### config.mk
export PLATFORM = sky130hd
export DESIGN_NAME = motor_feedback_turn_tracker_core
export DESIGN_NICKNAME = d
export VERILOG_FILES = /design/src/hdl/mftt_pkg.sv /design/src/hdl/mftt_scale.sv /design/src/hdl/motor_feedback_turn_tracker_core.sv
export SDC_FILE = /design/constraint.sdc
export NUM_CORES = 2
export LEC_CHECK = 0
export ABC_CLOCK_PERIOD_IN_PS = 47500
export BUFFER_PORTS_ARGS = -buffer_cell sky130_fd_sc_hd__buf_2
export CAP_MARGIN = 20
export CORE_MARGIN = 10
export CORE_UTILIZATION = 40
export CTS_BUF_LIST = sky130_fd_sc_hd__clkbuf_4 sky130_fd_sc_hd__clkbuf_8
export DETAILED_ROUTE_END_ITERATION = 10
export SLEW_MARGIN = 20
export SYNTH_ARGS = -nofsm -noshare
export SYNTH_HDL_FRONTEND = slang
export SYNTH_HIERARCHICAL = 1
export SYNTH_SLANG_ARGS = --single-unit
### constraint.sdc
create_clock -name clock -period 47.5 [get_ports clock]
set_clock_uncertainty 0.05 [all_clocks]
set_input_delay 11.875 -clock clock [delete_from_list [all_inputs] [get_ports clock]]
set_output_delay 11.875 -clock clock [all_outputs]
set_load 0.01 [all_outputs]
### src/hdl/mftt_pkg.sv
// Shared constants, types and field widths for the motor feedback turn tracker.
package mftt_pkg;

   localparam int MOTORS_PER_GROUP = 4;
   localparam int SLOT_COUNT       = 2 * MOTORS_PER_GROUP;
   localparam int SLOT_W           = $clog2(SLOT_COUNT);
   localparam int INDEX_W          = 2;

   localparam int ENC_W   = 16;
   localparam int SPD_W   = 16;
   localparam int CUR_W   = 16;
   localparam int TEMP_W  = 8;
   localparam int TURN_W  = 16;
   localparam int ANGLE_W = 37;
   localparam int ERR_W   = 38;

   localparam int REQ_TDATA_W = 64;
   localparam int REQ_TUSER_W = INDEX_W + 1;
   localparam int RSP_FIELD_W = ENC_W + SPD_W + CUR_W + TEMP_W + TURN_W + ANGLE_W + ERR_W;
   localparam int RSP_TDATA_W = ((RSP_FIELD_W + 7) / 8) * 8;
   localparam int RSP_TUSER_W = SLOT_W;
   localparam int FRAME_W     = REQ_TDATA_W - 8;

   // turns * 8192 + encoder, signed; and its magnitude
   localparam int POS_W   = TURN_W + 14;
   localparam int MAG_W   = POS_W - 1;
   localparam int ENC_SHIFT = 13;

   // round(m * 2880 / 19) = 151*m + floor((11*m + 9) / 19)
   localparam int FRAC_MUL   = 151;
   localparam int REM_MUL    = 11;
   localparam int ROUND_BIAS = 9;
   localparam int Y_W        = 32;
   localparam int BASE_W     = 36;
   localparam int QUOT_W     = 29;

   // floor(y / 19) = (y * ceil(2^37 / 19)) >> 37 for y below 2^32
   localparam logic [32:0] RECIP    = 33'd7233629131;
   localparam int          LO_W     = 16;
   localparam logic [LO_W-1:0]  RECIP_LO = RECIP[LO_W-1:0];
   localparam logic [32-LO_W:0] RECIP_HI = RECIP[32:LO_W];
   localparam int PLO_W     = Y_W + LO_W;
   localparam int PHI_W     = Y_W + 33 - LO_W;
   localparam int PSUM_W    = PHI_W + 1;
   localparam int HI_SHIFT  = 37 - LO_W;

   localparam int STAGES  = 7;
   localparam int SCALE_STAGES = 5;

   localparam logic signed [ENC_W:0]  WRAP_HI  = 17'sd4096;
   localparam logic signed [ENC_W:0]  WRAP_LO  = -17'sd4096;
   localparam logic signed [TURN_W-1:0] TURN_MIN = 16'sh8000;
   localparam logic signed [TURN_W-1:0] TURN_MAX = 16'sh7fff;

   typedef struct packed {
      logic [SLOT_W-1:0]        slot;
      logic [ENC_W-1:0]         enc;
      logic [SPD_W-1:0]         spd;
      logic [CUR_W-1:0]         cur;
      logic [TEMP_W-1:0]        temp;
      logic signed [TURN_W-1:0] turns;
   } side_type;

endpackage

### src/hdl/mftt_scale.sv
// Pipelined scaling of signed encoder position to fixed-point output shaft angle.
module mftt_scale (
   input  logic                                 clock,
   input  logic [mftt_pkg::SCALE_STAGES-1:0]    adv,
   input  logic signed [mftt_pkg::POS_W-1:0]    pos,
   output logic signed [mftt_pkg::ANGLE_W-1:0]  angle
);

   logic signed [mftt_pkg::POS_W-1:0]   pos_ff;
   logic [mftt_pkg::POS_W-1:0]          pos_neg;
   logic [mftt_pkg::MAG_W-1:0]          mag;
   logic                                neg2_ff, neg3_ff, neg4_ff;
   logic [mftt_pkg::Y_W-1:0]            y_in, y2_ff;
   logic [mftt_pkg::BASE_W-1:0]         base_in, base2_ff, base3_ff, base4_ff;
   logic [mftt_pkg::PLO_W-1:0]          plo_in, plo3_ff;
   logic [mftt_pkg::PHI_W-1:0]          phi_in, phi3_ff;
   logic [mftt_pkg::PSUM_W-1:0]         psum;
   logic [mftt_pkg::QUOT_W-1:0]         quot_in, quot4_ff;
   logic [mftt_pkg::ANGLE_W-1:0]        mag5;
   logic signed [mftt_pkg::ANGLE_W-1:0] angle_in, angle_ff;

   always_comb begin
      pos_neg = -pos_ff;
      mag     = pos_ff[mftt_pkg::POS_W-1] ? pos_neg[mftt_pkg::MAG_W-1:0]
                                          : pos_ff[mftt_pkg::MAG_W-1:0];
      y_in    = mftt_pkg::Y_W'(mag) * mftt_pkg::Y_W'(mftt_pkg::REM_MUL)
                + mftt_pkg::Y_W'(mftt_pkg::ROUND_BIAS);
      base_in = mftt_pkg::BASE_W'(mag) * mftt_pkg::BASE_W'(mftt_pkg::FRAC_MUL);
      plo_in  = mftt_pkg::PLO_W'(y2_ff) * mftt_pkg::PLO_W'(mftt_pkg::RECIP_LO);
      phi_in  = mftt_pkg::PHI_W'(y2_ff) * mftt_pkg::PHI_W'(mftt_pkg::RECIP_HI);
      psum    = mftt_pkg::PSUM_W'(phi3_ff) + mftt_pkg::PSUM_W'(plo3_ff >> mftt_pkg::LO_W);
      quot_in = mftt_pkg::QUOT_W'(psum >> mftt_pkg::HI_SHIFT);
      mag5    = mftt_pkg::ANGLE_W'(base4_ff) + mftt_pkg::ANGLE_W'(quot4_ff);
      angle_in = neg4_ff ? -$signed(mag5) : $signed(mag5);
   end

   always_ff @(posedge clock) begin
      if (adv[0]) begin
         pos_ff <= pos;
      end
      if (adv[1]) begin
         neg2_ff  <= pos_ff[mftt_pkg::POS_W-1];
         y2_ff    <= y_in;
         base2_ff <= base_in;
      end
      if (adv[2]) begin
         neg3_ff  <= neg2_ff;
         plo3_ff  <= plo_in;
         phi3_ff  <= phi_in;
         base3_ff <= base2_ff;
      end
      if (adv[3]) begin
         neg4_ff  <= neg3_ff;
         quot4_ff <= quot_in;
         base4_ff <= base3_ff;
      end
      if (adv[4]) begin
         angle_ff <= angle_in;
      end
   end

   assign angle = angle_ff;

endmodule

### src/hdl/motor_feedback_turn_tracker_core.sv
// Top level: per-motor multi-turn unwrap of feedback frames with angle and angle change.
//
//  channel  ports   tdata / tuser contents
//  input    req_*   tdata: frame payload; tuser: group, index
//  result   rsp_*   tdata: encoder..angle error; tuser: motor slot
//
// One beat accepted per cycle while rsp_tready is high; its result can be taken from
// the last pipeline stage once the beat has passed through all stages.
// The per-motor turn and encoder stores are read and written in the first stage,
// so a beat for the same motor may follow in the next cycle.
// The angle path is a 5-stage constant multiply pipeline, one per angle.
// rsp_tready low backs up the stages; empty stages still take beats.
// Reset clears all stage valids and all per-motor stores.
module motor_feedback_turn_tracker_core (
   input  logic                                clock,
   input  logic                                reset,
   input  logic                                req_tvalid,
   output logic                                req_tready,
   input  logic [mftt_pkg::REQ_TDATA_W-1:0]    req_tdata,  // frame_payload
   input  logic [mftt_pkg::REQ_TUSER_W-1:0]    req_tuser,  // motor_group, motor_index
   output logic                                rsp_tvalid,
   input  logic                                rsp_tready,
   // encoder_position, rotor_speed, measured_current, temperature, turn_count,
   // shaft_angle, angle_error, zero fill
   output logic [mftt_pkg::RSP_TDATA_W-1:0]    rsp_tdata,
   output logic [mftt_pkg::RSP_TUSER_W-1:0]    rsp_tuser   // motor_slot
);

   localparam int LAST = mftt_pkg::STAGES - 1;

   logic [LAST:0]                        valid_ff, valid_in, adv;
   logic                                 req_accept;
   logic [mftt_pkg::SLOT_W-1:0]          s0_slot_ff;
   logic [mftt_pkg::FRAME_W-1:0]         s0_data_ff;
   logic [mftt_pkg::ENC_W-1:0]           enc_ff [mftt_pkg::SLOT_COUNT];
   logic signed [mftt_pkg::TURN_W-1:0]   turn_ff [mftt_pkg::SLOT_COUNT];
   logic [mftt_pkg::ENC_W-1:0]           enc_rd;
   logic signed [mftt_pkg::TURN_W-1:0]   turn_rd, turn_new;
   logic signed [mftt_pkg::ENC_W:0]      delta;
   logic signed [mftt_pkg::POS_W-1:0]    pos_new, pos_prev;
   mftt_pkg::side_type                   side_in;
   mftt_pkg::side_type                   side_ff [1:LAST];
   logic signed [mftt_pkg::ANGLE_W-1:0]  angle_new, angle_prev;
   logic signed [mftt_pkg::ANGLE_W-1:0]  angle_ff;
   logic signed [mftt_pkg::ERR_W-1:0]    err_in, err_ff;

   assign req_accept = req_tvalid && req_tready;

   always_comb begin
      adv[LAST] = valid_ff[LAST] && rsp_tready;
      for (int i = LAST - 1; i >= 0; i--) begin
         adv[i] = valid_ff[i] && (!valid_ff[i+1] || adv[i+1]);
      end
      valid_in[0] = (valid_ff[0] && !adv[0]) || req_accept;
      for (int i = 1; i <= LAST; i++) begin
         valid_in[i] = (valid_ff[i] && !adv[i]) || adv[i-1];
      end
   end

   assign req_tready = !valid_ff[0] || adv[0];

   // turn tracking on the stage-0 beat
   always_comb begin
      enc_rd  = enc_ff[s0_slot_ff];
      turn_rd = turn_ff[s0_slot_ff];
      side_in.slot  = s0_slot_ff;
      side_in.enc   = s0_data_ff[55:40];
      side_in.spd   = s0_data_ff[39:24];
      side_in.cur   = s0_data_ff[23:8];
      side_in.temp  = s0_data_ff[7:0];
      delta    = $signed({1'b0, side_in.enc}) - $signed({1'b0, enc_rd});
      turn_new = turn_rd;
      if (delta > mftt_pkg::WRAP_HI) begin
         if (turn_rd != mftt_pkg::TURN_MIN) begin
            turn_new = turn_rd - 16'sd1;
         end
      end else if (delta < mftt_pkg::WRAP_LO) begin
         if (turn_rd != mftt_pkg::TURN_MAX) begin
            turn_new = turn_rd + 16'sd1;
         end
      end
      side_in.turns = turn_new;
      pos_new  = $signed({turn_new[mftt_pkg::TURN_W-1], turn_new, mftt_pkg::ENC_SHIFT'(0)})
                 + $signed({14'b0, side_in.enc});
      pos_prev = $signed({turn_rd[mftt_pkg::TURN_W-1], turn_rd, mftt_pkg::ENC_SHIFT'(0)})
                 + $signed({14'b0, enc_rd});
   end

   mftt_scale u_scale_new (
      .clock (clock),
      .adv   (adv[mftt_pkg::SCALE_STAGES-1:0]),
      .pos   (pos_new),
      .angle (angle_new)
   );

   mftt_scale u_scale_prev (
      .clock (clock),
      .adv   (adv[mftt_pkg::SCALE_STAGES-1:0]),
      .pos   (pos_prev),
      .angle (angle_prev)
   );

   assign err_in = mftt_pkg::ERR_W'(angle_prev) - mftt_pkg::ERR_W'(angle_new);

   always_ff @(posedge clock) begin
      if (reset) begin
         valid_ff <= '0;
         for (int i = 0; i < mftt_pkg::SLOT_COUNT; i++) begin
            enc_ff[i]  <= '0;
            turn_ff[i] <= '0;
         end
      end else begin
         valid_ff <= valid_in;
         if (adv[0]) begin
            enc_ff[s0_slot_ff]  <= side_in.enc;
            turn_ff[s0_slot_ff] <= turn_new;
         end
      end
   end

   always_ff @(posedge clock) begin
      if (req_accept) begin
         s0_slot_ff <= mftt_pkg::SLOT_W'(32'(req_tuser[0]) * mftt_pkg::MOTORS_PER_GROUP
                       + 32'(req_tuser[2:1]) % mftt_pkg::MOTORS_PER_GROUP);
         s0_data_ff <= req_tdata[mftt_pkg::REQ_TDATA_W-1:8];
      end
      if (adv[0]) begin
         side_ff[1] <= side_in;
      end
      for (int i = 1; i < LAST; i++) begin
         if (adv[i]) begin
            side_ff[i+1] <= side_ff[i];
         end
      end
      if (adv[LAST-1]) begin
         angle_ff <= angle_new;
         err_ff   <= err_in;
      end
   end

   assign rsp_tvalid = valid_ff[LAST];
   assign rsp_tuser  = side_ff[LAST].slot;
   assign rsp_tdata  = {(mftt_pkg::RSP_TDATA_W - mftt_pkg::RSP_FIELD_W)'(0),
                        err_ff, angle_ff, side_ff[LAST].turns, side_ff[LAST].temp,
                        side_ff[LAST].cur, side_ff[LAST].spd, side_ff[LAST].enc};

`ifndef NO_ASSERTIONS
   a_stall_only_when_full: assert property (@(posedge clock) disable iff (reset)
      !req_tready |-> valid_ff[0])
      else $error("input stalled with stage 0 empty");

   a_beat_count: assert property (@(posedge clock) disable iff (reset)
      !$past(reset) |-> $countones(valid_ff) == $countones($past(valid_ff))
         + $countones($past(req_accept)) - $countones($past(adv[LAST])))
      else $error("beat lost or duplicated in the pipeline");

   a_store_update: assert property (@(posedge clock) disable iff (reset)
      adv[0] |=> enc_ff[$past(s0_slot_ff)] == $past(side_in.enc)
                 && turn_ff[$past(s0_slot_ff)] == side_ff[1].turns)
      else $error("per-motor store not updated with the passed beat");
`endif

endmodule
==> flow_metrics.tcl <==
set metrics [dict create \
    relSlewSlack 0.244 \
    yosys_warnings 6 \
    cts_setup_buffers 0 \
    hold_viol 0 \
    tns_ns 0 \
    syn2layout_area_growth_pct 9.51 \
    multi_input_area_um2 52600 \
    grt_remaining_overflow 0 \
    syn_inst 8613 \
    clock_sinks 1476 \
    arrival_ns 13.39 \
    die_h_um 530 \
    grt_usage 0.167 \
    rsz0062_at_grt "false" \
    path_buf_inv 2 \
    synth_area_um2 104000 \
    synth_top_cells_by_area "edfxtp_1 (42%), fa_1 (15%), ha_1 (13%)" \
    synth_seq_cells 1476 \
    fin_crit_sh 0.533 \
    routedWlPerCell_um 18.9 \
    netlist.area_leader.share 0.424 \
    max_stage_delay_ns 0.41 \
    via_per_inst 5.06 \
    clock.fmax_mhz 39.5 \
    cp_cell_sequence "buf_2 > nor2b_1 > and2_1 > and3_1 > nand4_1 > buf_2" \
    port_buffers 214 \
    cts_buffers 266 \
    vias 63400 \
    dpl_cell_area_um2 109000 \
    min_path_type "flop to flop" \
    drc 0 \
    std_cell_rows 187 \
    drt_iter0_drc 3881 \
    clkTransAtPathRegs_ns 0.06 \
    pin_count 228 \
    yosysTopAreaCell "edfxtp_1" \
    hold_buffers 0 \
    slew_viol_final 0 \
    die_w_um 530 \
    cp_top_family "simple AND/OR/NAND/NOR gates" \
    first_global_vias 66600 \
    worstSetupPathType "primary input to output port" \
    layout_setup_ws_ns 22.18 \
    post_cts_resized 0 \
    cpMaxStageDelayCell "and3_1" \
    fill_cells 23600 \
    dpl_worst_slack_ns 22.19 \
    final_net_count 10900 \
    synth_area_per_cell_um2 12.1 \
    final_area_um2 114000 \
    ant_nets 0 \
    crit_path_start_kind "primary input" \
    end_kind "output port" \
    cts_buffer_depth 4 \
    cts_max_level 5 \
    fin_crit_ns 25.32 \
    grt_pass1_wl_um 373000 \
    max-cap-violations 0 \
    path_max_fanout 6 \
    hold_slack_ns 0.340 \
    ys_seq_area_frac 0.426 \
    synth_edf_count 1466 \
    ff_latch_area_um2 44200 \
    start_util 0.401 \
    antenna_found_initial 4 \
    gp_congestion 0.883 \
    yosysUniqueCellTypes 121 \
    postSynth.asyncResetShare 0 \
    cp_common_cell "buf_2" \
    crit_required_ns 35.58 \
    cts_tree "built" \
    cts-root-buf "clkbuf_8" \
    coreArea_um2 259000 \
    dieArea_um2 281000 \
    first_pass_iters 7 \
    clk_latency_ns 0.96 \
    tightest_slew_ns 1.13 \
    status "complete, no violations" \
    grt_max_degree 76 \
    dp_hpwl_um 186000 \
    drt_wl_total_um 237000 \
    setup_viol 0 \
    drive_gt1_frac 0.0958 \
    synth_ff_type "edfxtp_1" \
]
flip-flops by register name (all words and copies together) (netlist names), 37 cells and up, named ones only:
name,cells
side_ff,450
enc_ff,128
turn_ff,128
s0_data_ff,56
u_scale_new/phi3_ff,46
u_scale_prev/phi3_ff,46
err_ff,38
angle_ff,37
u_scale_new/angle,37
u_scale_prev/angle,37
logic make-up after synthesis:
kind of cell | synth area share
DFF | 0.426
other | 0.0000361
muxes | 0.0204
and+or+nand+nor | 0.0734
xor gates and xnor gates | 0.0491
buffers and inverters | 0.0691
adders and majority gates | 0.281
AOI/OAI and AO/OA | 0.0808
metal layers:
| metal | part of all wire | vias to the layer above | GRT usage |
|---|---|---|---|
| met5 | 0 | - | 0 |
| met4 | 0.023 | 0 | 0.0425 |
| met3 | 0.048 | 304 | 0.0240 |
| met2 | 0.46 | 1371 | 0.272 |
| met1 | 0.46 | 31500 | 0.234 |
| li1 | - | 30300 | - |
stage by stage:
step | cells | util
3_5_place_dp | 12100 | 0.419
4_1_cts | 12500 | 0.439
2_1_floorplan | 8617 | -
3_3_place_gp | 12100 | 0.419
5_1_grt | 12500 | 0.439
6_report | 12500 | 0.439
final timing paths:
kind                            slack (ns)  cells past startpoint                     end       startpoint
worst min-delay path                  0.34                      0         side_ff[0][363]  side_ff[0][288]
worst max register to register       39.16                     20  u_scale_new/pos_ff[28]             flop
worst max-delay path                 22.18                      6              req_tready       rsp_tready
worst min register to register        0.34                      0         side_ff[0][363]  side_ff[0][288]
synth_stat cells, types with 116 or more instances:
master	instances
o21ai_0	237
a21oi_1	341
and3_1	146
a21o_1	219
nand2_1	274
edfxtp_1	1466
inv_1	1587
xnor2_1	399
clkbuf_1	116
ha_1	1079
nor2_1	437
fa_1	786
xor2_1	183
final cells by class:
cell class                      count  share of cell area
Clock buffer                      348              0.0380
Clock inverter                    103             0.00718
Inverter                         1590              0.0525
Sequential cell                  1476               0.389
Timing Repair Buffer              279              0.0138
Tap cell                         3402              0.0374
Antenna cell                        5            0.000110
Multi-Input combinational cell   5330               0.462
layout by cell type (no fill, tap or decap), drive strengths merged, types with 22 or more instances in the layout:
master and n:
edfxtp 1466, nand3 93, o21bai 38, nand2b 76, nor2 439, a21oi 344, or2 31, nor2b 65
buf 279, a211oi 38, mux2i 38, and2 68, or3 30, ha 1079, nand2 274, clkinv 75
xor2 183, o31ai 36, inv 1595, and3 146, o21a 64, a21o 219, o21ai 251, nor4 29
mux4 69, clkbuf 348, xnor2 399, nor3 90, nand4 55, a21boi 22, a31oi 49, fa 786
Power is not shown: default switching activity piles up to over one toggle a cycle in this logic, so the estimate is an artifact.
